==> config.mk <==
export PLATFORM = sky130hd
export DESIGN_NAME = eight_tap_subpixel_row_filter
export DESIGN_NICKNAME = d
export VERILOG_FILES = /design/src/design/subpix_pkg.sv /design/src/design/subpix_cell.sv /design/src/design/subpix_sum.sv /design/src/design/eight_tap_subpixel_row_filter.sv
export SDC_FILE = /design/constraint.sdc
export NUM_CORES = 2
export LEC_CHECK = 0
export ABC_CLOCK_PERIOD_IN_PS = 6300
export BUFFER_PORTS_ARGS = -buffer_cell sky130_fd_sc_hd__buf_4
export CAP_MARGIN = 20
export CORE_MARGIN = 4
export CORE_UTILIZATION = 65
export CTS_CLUSTER_SIZE = 14
export DETAILED_ROUTE_END_ITERATION = 16
export PLACE_DENSITY_LB_ADDON = 0.25
export SLEW_MARGIN = 40
export SYNTH_ARGS = -nofsm -noshare
export SYNTH_HDL_FRONTEND = slang
export SYNTH_SLANG_ARGS = --single-unit
export TNS_END_PERCENT = 1
==> constraint.sdc <==
create_clock -name clk_i -period 6.3 [get_ports clk_i]
set_input_delay 0.315 -clock clk_i [delete_from_list [all_inputs] [get_ports clk_i]]
set_output_delay 0.315 -clock clk_i [all_outputs]
set_load 0.05 [all_outputs]
==> src/design/subpix_pkg.sv <==
// Shared types, constants and helpers of the eight-tap subpixel row filter.
// Used by every module of the block; depends on nothing else.
package subpix_pkg;

  // Widths of the stream fields and of the coefficient registers.
  localparam int unsigned PixW     = 8;
  localparam int unsigned TapW     = 8;
  localparam int unsigned NumTaps  = 8;
  localparam int unsigned CfgIdxW  = $clog2(NumTaps);

  // Row fill counter: saturates once a full window of history is held.
  localparam int unsigned FillW    = 3;
  localparam logic [FillW-1:0] FillFull = FillW'(NumTaps - 1);

  // Arithmetic widths: one product, a pair of products, the rounded total.
  localparam int unsigned ProdW    = 16;
  localparam int unsigned PairW    = ProdW + 1;
  localparam int unsigned SumW     = ProdW + 4;

  // Right shift after rounding and the matching round-half-up constant.
  localparam int unsigned FilterShift = 7;
  localparam logic signed [SumW-1:0] RoundConst = SumW'(1) << (FilterShift - 1);

  // The centre tap resets to 127/128, just under unity gain; the others to zero.
  localparam int unsigned TapCentre      = 3;
  localparam int unsigned TapCentreReset = 127;

  typedef logic        [PixW-1:0]  pix_t;
  typedef logic signed [TapW-1:0]  tap_t;
  typedef logic signed [ProdW-1:0] prod_t;
  typedef logic signed [PairW-1:0] pair_t;

  // Load enables for one cell of the window chain.
  typedef struct packed {
    logic shift;  // take the neighbour's pixel (a request was accepted)
    logic mult;   // register the product of the held pixel and the tap
  } cell_ctl_t;

  // Load enables for the summation stages.
  typedef struct packed {
    logic ld_pair;
    logic ld_out;
  } sum_ctl_t;

  // Reset value of coefficient register k.
  function automatic tap_t tap_reset(int unsigned k);
    tap_t val;
    val = '0;
    if (k == TapCentre) begin
      val = TapW'(TapCentreReset);
    end
    return val;
  endfunction

endpackage

==> src/design/subpix_cell.sv <==
// One cell of the filter window: holds a pixel, passes it on along the row
// and registers its product with the cell's tap. Depends on subpix_pkg.
module subpix_cell
  import subpix_pkg::*;
(
  input  logic      clk_i,
  input  cell_ctl_t ctl_i,
  input  tap_t      tap_i,
  input  pix_t      pix_i,
  output pix_t      pix_o,
  output prod_t     prod_o
);

  localparam int unsigned MulW = ProdW + 1;

  pix_t                  pixel_q;
  prod_t                 prod_q;
  logic signed [MulW-1:0] mul_full;

  // Signed tap times unsigned pixel; the result always fits the product width.
  always_comb begin
    mul_full = MulW'(tap_i) * MulW'($signed({1'b0, pixel_q}));
  end

  // Pixel shifts in from the neighbour; the product is captured separately.
  always_ff @(posedge clk_i) begin
    if (ctl_i.shift) begin
      pixel_q <= pix_i;
    end
    if (ctl_i.mult) begin
      prod_q <= mul_full[ProdW-1:0];
    end
  end

  assign pix_o  = pixel_q;
  assign prod_o = prod_q;

endmodule

==> src/design/subpix_sum.sv <==
// Summation of the eight cell products, rounding, shift and clip to a pixel.
// Two register stages; depends on subpix_pkg.
module subpix_sum
  import subpix_pkg::*;
(
  input  logic     clk_i,
  input  sum_ctl_t ctl_i,
  input  prod_t    prod_i [NumTaps],
  output pix_t     pix_o
);

  localparam int unsigned NumPairs = NumTaps / 2;

  pair_t                  pair_q [NumPairs];
  logic signed [SumW-1:0] total;
  logic signed [SumW-1:0] shifted;
  pix_t                   result;
  pix_t                   out_q;

  // First stage adds neighbouring products.
  always_ff @(posedge clk_i) begin
    if (ctl_i.ld_pair) begin
      for (int k = 0; k < NumPairs; k++) begin
        pair_q[k] <= PairW'(prod_i[2*k]) + PairW'(prod_i[2*k+1]);
      end
    end
  end

  // Second stage: total with rounding, then shift and clip to 0..255.
  always_comb begin
    total = RoundConst;
    for (int k = 0; k < NumPairs; k++) begin
      total = total + SumW'(pair_q[k]);
    end
    shifted = total >>> FilterShift;
    if (total < 0) begin
      result = '0;
    end else if (shifted[SumW-1:PixW] != '0) begin
      result = '1;
    end else begin
      result = shifted[PixW-1:0];
    end
  end

  always_ff @(posedge clk_i) begin
    if (ctl_i.ld_out) begin
      out_q <= result;
    end
  end

  assign pix_o = out_q;

endmodule

==> src/design/eight_tap_subpixel_row_filter.sv <==
// Top level of the eight-tap subpixel row filter: window cell chain,
// coefficient registers, row fill count and pipeline control.
// Depends on subpix_pkg, subpix_cell and subpix_sum.
//
//   Channel   Direction  Signals                           Contents
//   s_axis    in         tvalid tready tdata[7:0] tuser    tdata: pixel_in; tuser: row_start
//   m_axis    out        tvalid tready tdata[7:0]          tdata: filtered_pixel
//   cfg       in         cfg_we_i cfg_idx_i cfg_wdata_i    taps 0..7, signed 8 bit
//
// One request is taken per clock until output back-pressure fills the pipeline. A
// result moves from the request that completes it through the window register,
// product register, pair sums and the output register, each one stage of the pipeline.
// Reset clears the pipeline, the row fill count and the taps (tap 3 to 127).
// Each stage moves on when the next one is empty or moving, so the input
// keeps flowing while a result waits, until the pipeline is full.
module eight_tap_subpixel_row_filter
  import subpix_pkg::*;
(
  input  logic               clk_i,
  input  logic               rst_ni,
  // Pixel stream in.
  input  logic               s_axis_tvalid,
  output logic               s_axis_tready,
  input  logic [PixW-1:0]    s_axis_tdata,   // [7:0] pixel_in
  input  logic               s_axis_tuser,   // [0] row_start
  // Filtered pixel stream out.
  output logic               m_axis_tvalid,
  input  logic               m_axis_tready,
  output logic [PixW-1:0]    m_axis_tdata,   // [7:0] filtered_pixel
  // Coefficient writes.
  input  logic               cfg_we_i,
  input  logic [CfgIdxW-1:0] cfg_idx_i,
  input  logic [TapW-1:0]    cfg_wdata_i
);

  tap_t             taps_q [NumTaps];
  logic [FillW-1:0] fill_q, fill_d, fill_eff;
  logic             va_q, vb_q, vc_q, vd_q;
  logic             va_d, vb_d, vc_d, vd_d;
  logic             adv_a, adv_b, adv_c, adv_d;
  logic             accept, emit;
  cell_ctl_t        cell_ctl;
  sum_ctl_t         sum_ctl;
  pix_t             chain [NumTaps+1];
  prod_t            prod [NumTaps];
  pix_t             result;

  // Coefficient registers.
  always_ff @(posedge clk_i or negedge rst_ni) begin
    if (!rst_ni) begin
      for (int k = 0; k < NumTaps; k++) begin
        taps_q[k] <= tap_reset(k);
      end
    end else if (cfg_we_i) begin
      taps_q[cfg_idx_i] <= $signed(cfg_wdata_i);
    end
  end

  // Pipeline flow: a stage advances when the one after it is free.
  always_comb begin
    adv_d  = !vd_q || m_axis_tready;
    adv_c  = !vc_q || adv_d;
    adv_b  = !vb_q || adv_c;
    adv_a  = !va_q || adv_b;
    accept = s_axis_tvalid && adv_a;
  end

  // Row fill count: a row mark restarts it before the pixel is counted.
  always_comb begin
    fill_eff = s_axis_tuser ? '0 : fill_q;
    emit     = (fill_eff == FillFull);
    fill_d   = fill_q;
    if (accept) begin
      fill_d = emit ? FillFull : fill_eff + FillW'(1);
    end
  end

  // Valid bits follow the data through the stages.
  always_comb begin
    va_d = adv_a ? (accept && emit) : va_q;
    vb_d = adv_b ? va_q : vb_q;
    vc_d = adv_c ? vb_q : vc_q;
    vd_d = adv_d ? vc_q : vd_q;
  end

  always_ff @(posedge clk_i or negedge rst_ni) begin
    if (!rst_ni) begin
      fill_q <= '0;
      va_q   <= 1'b0;
      vb_q   <= 1'b0;
      vc_q   <= 1'b0;
      vd_q   <= 1'b0;
    end else begin
      fill_q <= fill_d;
      va_q   <= va_d;
      vb_q   <= vb_d;
      vc_q   <= vc_d;
      vd_q   <= vd_d;
    end
  end

  // Window chain: the newest pixel enters the last cell and moves down.
  assign cell_ctl.shift = accept;
  assign cell_ctl.mult  = adv_b;
  assign chain[NumTaps] = s_axis_tdata;

  for (genvar k = 0; k < NumTaps; k++) begin : g_cell
    subpix_cell u_cell (
      .clk_i  (clk_i),
      .ctl_i  (cell_ctl),
      .tap_i  (taps_q[k]),
      .pix_i  (chain[k+1]),
      .pix_o  (chain[k]),
      .prod_o (prod[k])
    );
  end

  // Summation, rounding and clipping.
  assign sum_ctl.ld_pair = adv_c;
  assign sum_ctl.ld_out  = adv_d;

  subpix_sum u_sum (
    .clk_i  (clk_i),
    .ctl_i  (sum_ctl),
    .prod_i (prod),
    .pix_o  (result)
  );

  assign s_axis_tready = adv_a;
  assign m_axis_tvalid = vd_q;
  assign m_axis_tdata  = result;

endmodule

Word-level counts from Yosys, hierarchy flattened. Memories as Yosys holds them, arrays and structs flattened. Index checks and enable logic that the tools add are counted. Widths: inputs -> output; s select.

Divide/modulo/power cells: 0. Muxes and demuxes: 8. Bitwise gates (word level): 1. Reduce and logical (&&, ||, !) cells: 12. $lt $le $gt $ge: 3. Multipliers: 8. Eq/ne operators: 1. Shifts and indexed selects: 0. Add/subtract/negate cells: 9.

Operator list (number): $mul 8x9->16 (8); $add 16x16->17 (4); $bwmux 64 (1); $add 20x17->20 (2); $demux 8 s3 (1); $lt 20x1->1 const B (1); $add 18x17->19 (1); $add 8x17->18 const A (1); $mux 8 (2); $reduce_bool 12->1 (1); $mux 3 (2); $ge 4x4->1 const B (1); $logic_not 1->1 (4); $logic_or 1x1->1 (4); $lt 4x1->1 const B (1); $not 3->4 (1); $add 3x1->3 const B (1); $eq 3x3->1 const B (1); $logic_and 1x1->1 (3); $mux 1 (2).

Memories: 1. Input bits: 25. Output and inout bits: 10. Register bits: 271. Bits in read-only memories: 0. Logic and storage cells: 73. Memory bits (writable): 68. Bits in latches: 0.

Memories: u_sum.pair_q (words 4, bits a word 17, read ports 4, clocked after Yosys merged registers in 0, write ports 4, RTL line subpix_sum.sv:14) `pair_t pair_q [NumPairs];`.

Logic depth before layout (Yosys ltp).
Depth after elaboration: 7. Depth in mapped cells: 21. Mapped depth without buffers: 21.

Modules after synthesis. A second synthesis with hierarchy kept.

Cells, all modules: 3083. Area total of the unflattened synthesis: 33070.5 um2.

By module, submodules not included: subpix_cell (g_cell[0].u_cell ...) (instances 5, area an instance 2925.3 um2, sequential area each 720.7 um2, cells each 281); subpix_sum (instances 1, area an instance 6969.2 um2, sequential area each 2282.2 um2, cells each 683); subpix_cell (g_cell[5].u_cell) (instances 1, area an instance 2931.6 um2, sequential area each 720.7 um2, cells each 281); subpix_cell (g_cell[6].u_cell) (instances 1, area an instance 2916.5 um2, sequential area each 720.7 um2, cells each 279); subpix_cell (g_cell[7].u_cell) (instances 1, area an instance 2824.0 um2, sequential area each 720.7 um2, cells each 263); eight_tap_subpixel_row_filter (instances 1, area an instance 2802.7 um2, sequential area each 1785.5 um2, cells each 172).

Least setup slack after synthesis. OpenSTA, ideal clock, no wires.

Path kind: flip-flop to flip-flop. Start point: register vd_q, in the netlist m_axis_tvalid. End point: register g_cell[0].u_cell.prod_q[0] (enable). Arrival time: 3.809 ns. Library setup time: 1.441 ns. Required time: 4.859 ns. Stages on the path, launching flop included: 3. Path buffers: 0. Clock period less this slack: 5.250 ns. Setup slack: 1.050 ns. Path through: dfrtp_1 nor2b_1 nand3_1.

Word-level cells in the longest chain between the ends: 4.

Ends and longest elaborated chain: from (decl) (RTL line eight_tap_subpixel_row_filter.sv:38) `logic va_q, vb_q, vc_q, vd_q;`; from (signal assigned) (RTL line eight_tap_subpixel_row_filter.sv:98) `vd_q <= vd_d;`; $logic_not 1->1 (RTL line eight_tap_subpixel_row_filter.sv:61) `adv_d = !vd_q || m_axis_tready;`; $logic_or 1x1->1 (RTL line eight_tap_subpixel_row_filter.sv:61); $logic_or 1x1->1 (RTL line eight_tap_subpixel_row_filter.sv:62) `adv_c = !vc_q || adv_d;`; $logic_or 1x1->1 (RTL line eight_tap_subpixel_row_filter.sv:63) `adv_b = !vb_q || adv_c;`; via adv_b (RTL line eight_tap_subpixel_row_filter.sv:40) `logic adv_a, adv_b, adv_c, adv_d;`; to (signal assigned) (RTL line subpix_cell.sv:31) `prod_q <= mul_full[ProdW-1:0];`; to (decl) (RTL line subpix_cell.sv:17) `prod_t prod_q;`.

The timed path passes the listed nets, and every way through them passes these cells. A chain may end at the register's enable or synchronous reset.

==> impl_metrics.json <==
{
  "required_ns": 6.57,
  "antenna_found_initial": 3,
  "ant_nets": 0,
  "cts_sinks": 339,
  "timing.fmax_ghz": 0.180,
  "cts_buffer_depth": 3,
  "reg2regPathDepth": 20,
  "synth-warning-count": 0,
  "die_x_microns": 231,
  "worst_slew_pin_slew_ns": 0.840,
  "drt-vias-per-instance": 5.72,
  "reg2reg_slack_ns": 0.76,
  "grt_usage_pct": 26.8,
  "area_growth_pct": 7.71,
  "instances_no_fill": 3781,
  "nets": 3863,
  "cts_tree": "yes",
  "synth_cells": 3007,
  "vias": 21600,
  "netlist_top_cells_count": "524 x inv_1, 437 x ha_1, 319 x fa_1",
  "yosysTopAreaCell": "edfxtp_1",
  "fillers": 3531,
  "grt_max_degree": 72,
  "synthTopCellsByArea": "edfxtp_1 25%, fa_1 20%, ha_1 17%, inv_1 6.1%, and2_1 5.5%",
  "period_minus_slack_ns": 5.54,
  "htree_num_levels": 2,
  "place_ws_ns": 0.821,
  "finalCritPeriodShare_pct": 88.0,
  "drt-pass1-iter-count": 5,
  "ys_types": 64,
  "core-area_sq_mm": 0.0491,
  "clk_pin_slew_ns": 0.06,
  "crit_chain": "ha_1 -> ha_1 -> fa_1 -> a21o_1 -> a21oi_1 -> o21bai_1 -> a31oi_1 -> o211a_1 -> nor2_1 -> xnor2_1 -> fa_1 -> inv_1 -> ha_1 -> a21o_1 -> a21o_1 -> or3_1 -> o22a_4 -> or3_1 -> a21oi_4 -> a21oi_1",
  "rows": 81,
  "dp.cells": 3694,
  "ios": 35,
  "initial_utilization_pct": 65.8,
  "grt_pass1_wl_mm": 115,
  "r2r-start": "u_sum.pair_q[1][1]",
  "setup_slack_ns": 0.756,
  "tns_ns": 0,
  "min_to": "va_q",
  "worstHoldStart": "s_axis_tuser",
  "slew_viol_final": 0,
  "yosysSeqAreaShare_pct": 30.5,
  "die_height_microns": 231,
  "grt_overflow": 0,
  "numCtsBuffers": 40,
  "cp_max_fo": 8,
  "gp_routability_congestion": 0.925,
  "relSlewSlack_pct": 43.3,
  "slowest_stage": "fa_1",
  "critPathBufInv": 1,
  "multi_input_area_sq_mm": 0.0204,
  "grt_setup_unrepaired": "no",
  "max_cap_viol_count": 0,
  "grt_pass1_vias": 22900,
  "crit_family": "compound AO/OA/AOI/OAI gates",
  "yosysMostFrequentCell": "inv_1",
  "syn_nets": 3788,
  "max_stage_delay_ns": 0.46,
  "setup_viol": 0,
  "hpwl_mm": 53.7,
  "synth_ff_type": "edfxtp_1",
  "syn_area_per_cell_sq_um": 10.7,
  "wire_per_inst_microns": 18.3,
  "finalHoldViolCount": 0,
  "ff_latch_area_sq_mm": 0.00983,
  "outcome": "completed",
  "worstPathArrival_ns": 5.82,
  "critPathKind": "flip-flop to flip-flop",
  "drc": 0,
  "holdPathStages": 4,
  "clockRootBuffer": "clkbuf_16",
  "insertion_delay_ns": 0.57,
  "crit_path_end_kind": "flip-flop",
  "cp-start-kind": "flip-flop",
  "ys_seq_elements": 339,
  "placement.io_buffers": 34,
  "skew_ns": 0.0294,
  "drive_gt1_share_pct": 6.52,
  "yosysTopAreaCellShare_pct": 24.9,
  "min_path_type": "input port to flip-flop",
  "synth_edf_count": 268,
  "ys_async_sr_fraction_pct": 20.9,
  "regToRegEndpoint": "u_sum.pix_o[4]",
  "syn_area_sq_mm": 0.0323,
  "totalWireLength_mm": 69.2,
  "first_iter_violations": 1498,
  "startpoint": "u_sum.pair_q[1][1]",
  "dieArea_sq_mm": 0.0533
}
## how the worst max path moves through the flow
stage,endpoint,slack (ns),cells past startpoint
final,u_sum.pix_o[4],0.76,20
after CTS,u_sum.pix_o[1],0.77,20
after floorplan,g_cell[0].u_cell.prod_o[0],1.05,2
after detailed placement,u_sum.pix_o[1],0.82,20
after global routing,u_sum.pix_o[6],0.50,20
after global placement,u_sum.pix_o[6],0.91,20
## what timing repair did
| action | in CTS | in global routing |
|---|---|---|
| setup buffers | 0 | 0 |
| hold endpoints to repair | 73 | 0 |
| resized for setup | 0 | 0 |
| hold buffers | 10 | 0 |
## kinds of logic (layout without fill, tap and decap cells)
logic type                 count (synthesis)  count (layout)  share of synthesized area (%)
muxes                                     64              64                           2.22
other                                      0               4                              0
adders and majority gates                756             756                           36.7
AOI/OAI and AO/OA                        294             294                           6.28
buffers and inverters                    543             649                           6.31
and+or+nand+nor                          862             862                           14.0
DFF                                      339             339                           30.5
xor gates and xnor gates                 149             149                           4.04
## routing by layer
metal  vias to the layer above  track usage (%)  routed length [microns]
li1                      10100                -                        -
met1                     10800             36.0                    29300
met2                       648             45.8                    33700
met3                       139             3.53                     4290
met4                         0             8.27                     1830
met5                         -                0                        0
## area by class of cell
| type | instances | share of cell area [%] |
|---|---|---|
| diodes | 4 | 0.0288 |
| clock buffers | 45 | 2.99 |
| clock inverters | 28 | 0.608 |
| inverters | 524 | 5.66 |
| multi-input cells | 2125 | 58.8 |
| flip-flops and latches | 339 | 28.3 |
| well taps | 664 | 2.39 |
| repair buffers | 52 | 1.27 |
## flip-flops by register name (all words and copies together), names as in the netlist
name	flops
fill_q	3
g_cell.u_cell.pix_o	64
g_cell.u_cell.prod_o	128
m_axis_tvalid	1
taps_q	64
u_sum.pair_q	68
u_sum.pix_o	8
va_q	1
vb_q	1
vc_q	1
## worst register-to-register path, cell delays in order, from the launching register on
cell	delay [ns]
edfxtp_1	0.37
ha_1	0.31
ha_1	0.23
fa_1	0.42
a21o_1	0.20
a21oi_1	0.22
o21bai_1	0.11
a31oi_1	0.27
o211a_1	0.23
nor2_1	0.07
xnor2_1	0.26
fa_1	0.46
inv_1	0.07
ha_1	0.27
a21o_1	0.19
a21o_1	0.22
or3_1	0.34
o22a_4	0.25
or3_1	0.40
a21oi_4	0.26
a21oi_1	0.11
## metrics by stage
stage	utilization, %	hold WS [ns]	cell area, sq um
6_report	70.9	0.0419	34800
5_1_grt	70.9	0.0430	34800
4_1_cts	70.8	0.0149	34800
3_5_place_dp	68.1	0.408	33400
3_3_place_gp	68.0	0.453	33400
2_1_floorplan	-	0.0194	32300
## cells in the final DEF, fill, tap and decap left out, types with 64 or more instances in the layout
master / synthesis / layout
inv_1: 524 / 524
ha_1: 437 / 437
fa_1: 319 / 319
and2_1: 284 / 283
edfxtp_1: 268 / 268
nand2_1: 220 / 219
nor2_1: 122 / 122
xnor2_1: 112 / 112
nand2b_1: 71 / 71
a21oi_1: 68 / 68
dfrtp_1: 64 / 64
Power is not shown: default switching activity piles up to over one toggle a cycle in this logic, so the estimate is an artifact.
